File: config.mk
export PLATFORM = sky130hd
export DESIGN_NAME = lcal_ctrl
export DESIGN_NICKNAME = d
export VERILOG_FILES = /design/src/hw/rtl/lcal_pkg.sv /design/src/hw/rtl/lcal_ctrl.sv
export SDC_FILE = /design/constraint.sdc
export NUM_CORES = 1
export LEC_CHECK = 0
export BUFFER_PORTS_ARGS = -buffer_cell sky130_fd_sc_hd__buf_2
export CAP_MARGIN = 5
export CORE_AREA = 2 2 49 51
export CTS_CLUSTER_DIAMETER = 200
export DETAILED_ROUTE_END_ITERATION = 8
export DIE_AREA = 0 0 51 53
export GPL_ROUTABILITY_DRIVEN = 0
export HOLD_SLACK_MARGIN = 0.05
export PLACE_DENSITY = 0.64
export SYNTH_ARGS = -nofsm -noshare
export SYNTH_HDL_FRONTEND = slang
export SYNTH_SLANG_ARGS = --single-unit
File: constraint.sdc
create_clock -name clk -period 4 [get_ports clk]
set_input_delay 0.2 -clock clk [delete_from_list [all_inputs] [get_ports clk]]
set_output_delay 0.2 -clock clk [all_outputs]
set_load 0.05 [all_outputs]
File: src/hw/rtl/lcal_pkg.sv
// ----------------------------------------------------------------------------
// lcal_pkg
// Shared constants and controller/datapath types for the binary-lifting
// lowest-common-ancestor engine.
// ----------------------------------------------------------------------------
package lcal_pkg;

    localparam int NODE_W     = 10;
    localparam int DEPTH_W    = 10;
    localparam int MAX_NODES  = 1 << NODE_W;
    localparam int LEVELS_DEF = 10;

    typedef enum logic [3:0] {
        OP_NONE,
        OP_CAPTURE,
        OP_LOAD_HEAD,
        OP_LOAD_RD,
        OP_LOAD_WR,
        OP_ORDER,
        OP_LIFT_RD,
        OP_LIFT_WR,
        OP_DESC_RD,
        OP_DESC_STEP,
        OP_FIN_RD,
        OP_FIN_WR,
        OP_PUSH
    } dp_op_t;

    typedef struct packed {
        dp_op_t op;
    } dp_cmd_t;

    typedef struct packed {
        logic is_query;
        logic root_load;
        logic lift_bit;
        logic same;
    } dp_stat_t;

endpackage

File: src/hw/rtl/lcal_ctrl.sv
// ----------------------------------------------------------------------------
// lcal_ctrl
// Sequencer for loads and queries: level counter, request handshakes and
// datapath commands.
// ----------------------------------------------------------------------------
module lcal_ctrl #(
    parameter int LEVELS = lcal_pkg::LEVELS_DEF,
    parameter int LVL_W  = (LEVELS > 1) ? $clog2(LEVELS) : 1
) (
    input  logic               clk,
    input  logic               rst_n,
    input  logic               in_valid,
    output logic               in_ready,
    output logic               out_valid,
    input  logic               out_ready,
    input  lcal_pkg::dp_stat_t stat,
    output lcal_pkg::dp_cmd_t  cmd,
    output logic [LVL_W-1:0]   lvl
);
    import lcal_pkg::*;

    localparam logic [LVL_W-1:0] LAST_LVL = LVL_W'(LEVELS - 1);

    typedef enum logic [3:0] {
        S_IDLE,
        S_DISPATCH,
        S_LD_RD,
        S_LD_WR,
        S_LIFT,
        S_LIFT_WR,
        S_CHECK,
        S_DESC_RD,
        S_DESC_STEP,
        S_FIN_RD,
        S_FIN_WR,
        S_OUT
    } state_t;

    state_t           state_reg, state_next;
    logic [LVL_W-1:0] lvl_reg, lvl_next;
    logic             out_valid_reg, out_valid_next;

    always_comb
    begin
        state_next     = state_reg;
        lvl_next       = lvl_reg;
        out_valid_next = out_valid_reg && !out_ready;
        cmd.op         = OP_NONE;
        unique case (state_reg)
            S_IDLE:
            begin
                if (in_valid)
                begin
                    cmd.op     = OP_CAPTURE;
                    state_next = S_DISPATCH;
                end
            end
            S_DISPATCH:
            begin
                if (stat.is_query)
                begin
                    cmd.op     = OP_ORDER;
                    lvl_next   = '0;
                    state_next = S_LIFT;
                end
                else if (stat.root_load)
                begin
                    state_next = S_IDLE;
                end
                else
                begin
                    cmd.op     = OP_LOAD_HEAD;
                    lvl_next   = LVL_W'(1);
                    state_next = (LEVELS > 1) ? S_LD_RD : S_IDLE;
                end
            end
            S_LD_RD:
            begin
                cmd.op     = OP_LOAD_RD;
                state_next = S_LD_WR;
            end
            S_LD_WR:
            begin
                cmd.op = OP_LOAD_WR;
                if (lvl_reg == LAST_LVL)
                begin
                    state_next = S_IDLE;
                end
                else
                begin
                    lvl_next   = lvl_reg + LVL_W'(1);
                    state_next = S_LD_RD;
                end
            end
            S_LIFT:
            begin
                if (stat.lift_bit)
                begin
                    cmd.op     = OP_LIFT_RD;
                    state_next = S_LIFT_WR;
                end
                else if (lvl_reg == LAST_LVL)
                begin
                    state_next = S_CHECK;
                end
                else
                begin
                    lvl_next = lvl_reg + LVL_W'(1);
                end
            end
            S_LIFT_WR:
            begin
                cmd.op = OP_LIFT_WR;
                if (lvl_reg == LAST_LVL)
                begin
                    state_next = S_CHECK;
                end
                else
                begin
                    lvl_next   = lvl_reg + LVL_W'(1);
                    state_next = S_LIFT;
                end
            end
            S_CHECK:
            begin
                if (stat.same)
                begin
                    state_next = S_OUT;
                end
                else
                begin
                    lvl_next   = LAST_LVL;
                    state_next = S_DESC_RD;
                end
            end
            S_DESC_RD:
            begin
                cmd.op     = OP_DESC_RD;
                state_next = S_DESC_STEP;
            end
            S_DESC_STEP:
            begin
                cmd.op = OP_DESC_STEP;
                if (lvl_reg == '0)
                begin
                    state_next = S_FIN_RD;
                end
                else
                begin
                    lvl_next   = lvl_reg - LVL_W'(1);
                    state_next = S_DESC_RD;
                end
            end
            S_FIN_RD:
            begin
                cmd.op     = OP_FIN_RD;
                state_next = S_FIN_WR;
            end
            S_FIN_WR:
            begin
                cmd.op     = OP_FIN_WR;
                state_next = S_OUT;
            end
            S_OUT:
            begin
                if (!out_valid_reg || out_ready)
                begin
                    cmd.op         = OP_PUSH;
                    out_valid_next = 1'b1;
                    state_next     = S_IDLE;
                end
            end
            default:
            begin
                state_next = S_IDLE;
            end
        endcase
    end

    always_ff @(posedge clk or negedge rst_n)
    begin
        if (!rst_n)
        begin
            state_reg     <= S_IDLE;
            lvl_reg       <= '0;
            out_valid_reg <= 1'b0;
        end
        else
        begin
            state_reg     <= state_next;
            lvl_reg       <= lvl_next;
            out_valid_reg <= out_valid_next;
        end
    end

    assign in_ready  = (state_reg == S_IDLE);
    assign out_valid = out_valid_reg;
    assign lvl       = lvl_reg;

endmodule

Word-level counts from Yosys, hierarchy flattened
Index checks and enable logic that the tools add are counted.
W data, S select, Z words.
Word-level totals
  register bits: 9
  input bits: 8
Operators by class
  mux-type cells: 25
  $add $sub $neg: 2
  reductions and logical operators: 10
  eq/ne operators: 19
Operators with widths (count)
  $mux W4: 13
  $pmux W4 S12: 1
  $pmux W4 S11: 1
  $eq A4 B4 Y1 const B: 5
  $pmux W4 S5: 1
  $eq A4 B3 Y1 const B: 4
  $ne A2 B2 Y1 const B: 5
  $mux W3: 3
  $eq A4 B2 Y1 const B: 2
  $logic_not A4 Y1: 2
  $mux W2: 3
  $ne A3 B3 Y1 const B: 2
  $reduce_and A5 Y1: 1
  $reduce_bool A5 Y1: 1
  $add A4 B1 Y4 const B: 1
  $eq A4 B1 Y1 const B: 1
  $sub A4 B1 Y4 const B: 1
  $mux W1: 3
  $reduce_and A3 Y1: 1
  $logic_not A1 Y1: 2
  $reduce_or A2 Y1: 1
  $logic_and A1 B1 Y1: 1
  $logic_or A1 B1 Y1: 1

Longest topological paths before layout
  depth in word-level cells: 4
  mapped depth: 8
  depth with buffers taken out: 7

Least setup slack after synthesis
Ideal clock, no wire load.
  path type: register to output
  from: reg state_reg[1]
  to: out cmd[2] in the netlist's numbering
  cell stages (with the launch flop): 7
  arrival time: 2.269 ns
  path slack: 1.531 ns
  data required time: 3.800 ns
  path through: dfrtp_1 > clkbuf_1 > clkbuf_1 > nor2_1 > o21ai_0 > nand2_1 > o21ai_0
RTL lines
  start, declared: line lcal_ctrl.sv:39  | state_t state_reg, state_next;
  start signal, assigned: line lcal_ctrl.sv:190  | state_reg <= state_next;
  end, declared: line lcal_ctrl.sv:17  | output lcal_pkg::dp_cmd_t cmd,

Worst setup path after layout
  from: reg state_reg[3]
  to: reg lvl_reg[2] (netlist: lvl[2])
Between the ends
  longest elaborated chain between the ends: 4
  elaborated cells on any way between the ends: 14
  classes of those cells: eq/ne (10); mux (1); reduce/logical (3)
RTL lines
  $eq A4 B3 Y1 / $eq A4 B2 Y1 (equally long branches): line lcal_ctrl.sv:49  | unique case (state_reg)
  $reduce_or A2 Y1 (no line)
  $reduce_bool A5 Y1 (no line)
  $reduce_and A5 Y1 (no line)
  end signal, assigned: line lcal_ctrl.sv:191  | lvl_reg <= lvl_next;
  end, declared: line lcal_ctrl.sv:40  | logic [LVL_W-1:0] lvl_reg, lvl_next;
Parallel ways exist; a longest one is shown, timed or not.
A chain may end at the register's enable or synchronous reset.

==> results.tsv <==
metric	value	unit
cts_made_buffers	3	
max_freq	0.415	GHz
final_nets	144	
cp_common_cell	a21o_1	
netlist_instances	122	
htree_levels	1	
clockRootBuffer	clkbuf_4	
drt_pre_antenna_iters	4	
critPathKind	reg2reg	
fin_crit_sh	60.3	%
gr-total-overflow	0	
clockBufferDepth	2	
vias	944	
cts_hold_buf	1	
ys_seq_area_share	23.9	%
die_y	53	um
slew_violations	0	
crit_required	4160	ps
arrival	2570	ps
cts_resized	0	
cp_max_fo	21	
setup_viol	0	
fp.dieW	51	um
crit_path_max_incr_delay	750	ps
post_cts_buffers	0	
start_util	43.9	%
cts_sinks	9	
crit_family	simple AND/OR/NAND/NOR gates	
setup_tns	0	ps
io_buffers	17	
met3_length	70	um
ant_nets	0	
clk_latency	260	ps
met2_length	1.01	mm
highest_layer	met4	
drive_gt1_share	18.7	%
syn_area	943	sq um
synth_edf_count	0	
dp_hpwl	1.61	mm
met1_length	1.09	mm
cap_violations	0	
core_area	0.00215	sq mm
crit_chain	or4b_1 > xnor2_1 > ha_1 > nor3_1 > a21o_1 > nor4b_2 > a21o_1	
dpl_cell_area	0.00102	sq mm
area_growth_syn_to_layout	12.2	%
ys_warn_count	0	
antenna_cells	0	
drc	0	
syn_nets	131	
cp-end-kind	register	
synth-main-ff-cell	dfrtp_1	
grt_max_degree	27	
layout_commonest_cell	buf_2	
ys_ff_latch	9	
track_usage	17.5	%
final_cell_mix	buf_2, nor2_1, nand2_1	
rsz0062_at_grt	false	
wl	2.20	mm
hold_viol	0	
grt_pass1_vias	837	
fill_cells	217	
drt-wirelength-per-cell	13.6	um
die_area	0.00270	sq mm
worst_pin_slew	703	ps
hp-class	in2async	
rows	17	
final_area	0.00106	sq mm
ios	18	
critPathLaunchType	register	
utilization	49.3	%
tritoncts	yes	
ys_types	44	
rrSetupSlack	1590	ps
slowest_stage	dfrtp_1	
relSlewSlack	53.1	%
finalCriticalPeriod	2410	ps
path_buf_inv	0	
clkTransAtPathRegs	60	ps
async_reset_ff_share	100	%
finalClockSkew	5.71	ps
grt_first_pass_wirelength	3.61	mm
avgSynthCellArea	7.73	sq um
antenna_found_initial	0	
drt_first_iter_violations	24	
outcome	complete, no violations	
viasPerCell	5.83	
area by class of cell:
type / instances / area [sq um] / area share (%)
clock buffers: 4 / 26.3 / 2.48
well taps: 28 / 35.0 / 3.31
multi-input cells: 98 / 658 / 62.2
flip-flops and latches: 9 / 225 / 21.3
repair buffers: 18 / 95.1 / 8.98
inverters: 5 / 18.8 / 1.77
kinds of logic (layout without fill, tap and decap cells):
family                     after synthesis  in the layout  share of synthesized area, %
AOI/OAI and AO/OA                       47             47                          36.7
xor gates and xnor gates                 1              1                         0.929
and+or+nand+nor                         47             47                          28.5
buffers and inverters                   15             27                          6.37
adders and majority gates                1              1                          1.33
muxes                                    2              2                          2.25
DFF                                      9              9                          23.9
final timing paths:
check,from,to,cells after the start
worst max-delay path,state_reg[3]$_DFFE_PN0P_,lvl[2]$_DFFE_PN0P_,7
worst min-delay path,rst_n,lvl[3]$_DFFE_PN0P_,2
worst max register to register,state_reg[3]$_DFFE_PN0P_,lvl[2]$_DFFE_PN0P_,7
worst min register to register,out_valid$_DFF_PN0_,out_valid$_DFF_PN0_,2
max in group asynchronous,rst_n,out_valid$_DFF_PN0_,2
min in group clk,out_ready,out_valid$_DFF_PN0_,3
layer usage:
layer / track usage [%] / vias to the layer above
met1: 24.2 / 442
met4: 10.4 / 0
met3: 0.847 / 4
met5: 0 / -
met2: 27.1 / 19
li1: - / 479
Yosys cell counts, types with 2 or more instances:
library cell  count  area [sq um]
nand2b_1          2          12.5
o21ai_0           8          40.0
nor2_1           13          48.8
nor3b_1           2          15.0
o21ai_1           2          10.0
o211ai_1          3          22.5
a21oi_1           9          45.0
nand2_1          10          37.5
clkbuf_1          6          22.5
dfrtp_1           9           225
a32oi_1           2          17.5
o21bai_1          2          15.0
o22ai_1           4          25.0
o31ai_1           3          22.5
buf_2             3          15.0
inv_1             5          18.8
nor2b_1           4          25.0
a21o_1            6          45.0
nor3_1            4          20.0
through the flow:
step | setup slack (ps) | std cells | hold slack, ps
5_1_grt | 1430 | 162 | 335
6_report | 1590 | 162 | 309
3_5_place_dp | 1600 | 157 | 62.8
3_3_place_gp | 1650 | 157 | 61.6
2_1_floorplan | 1530 | 122 | -95.6
4_1_cts | 1590 | 162 | 309
Power is left out: the tool's default activity adds up to more than one toggle a clock period on the data nets, which glitch-free logic cannot reach.
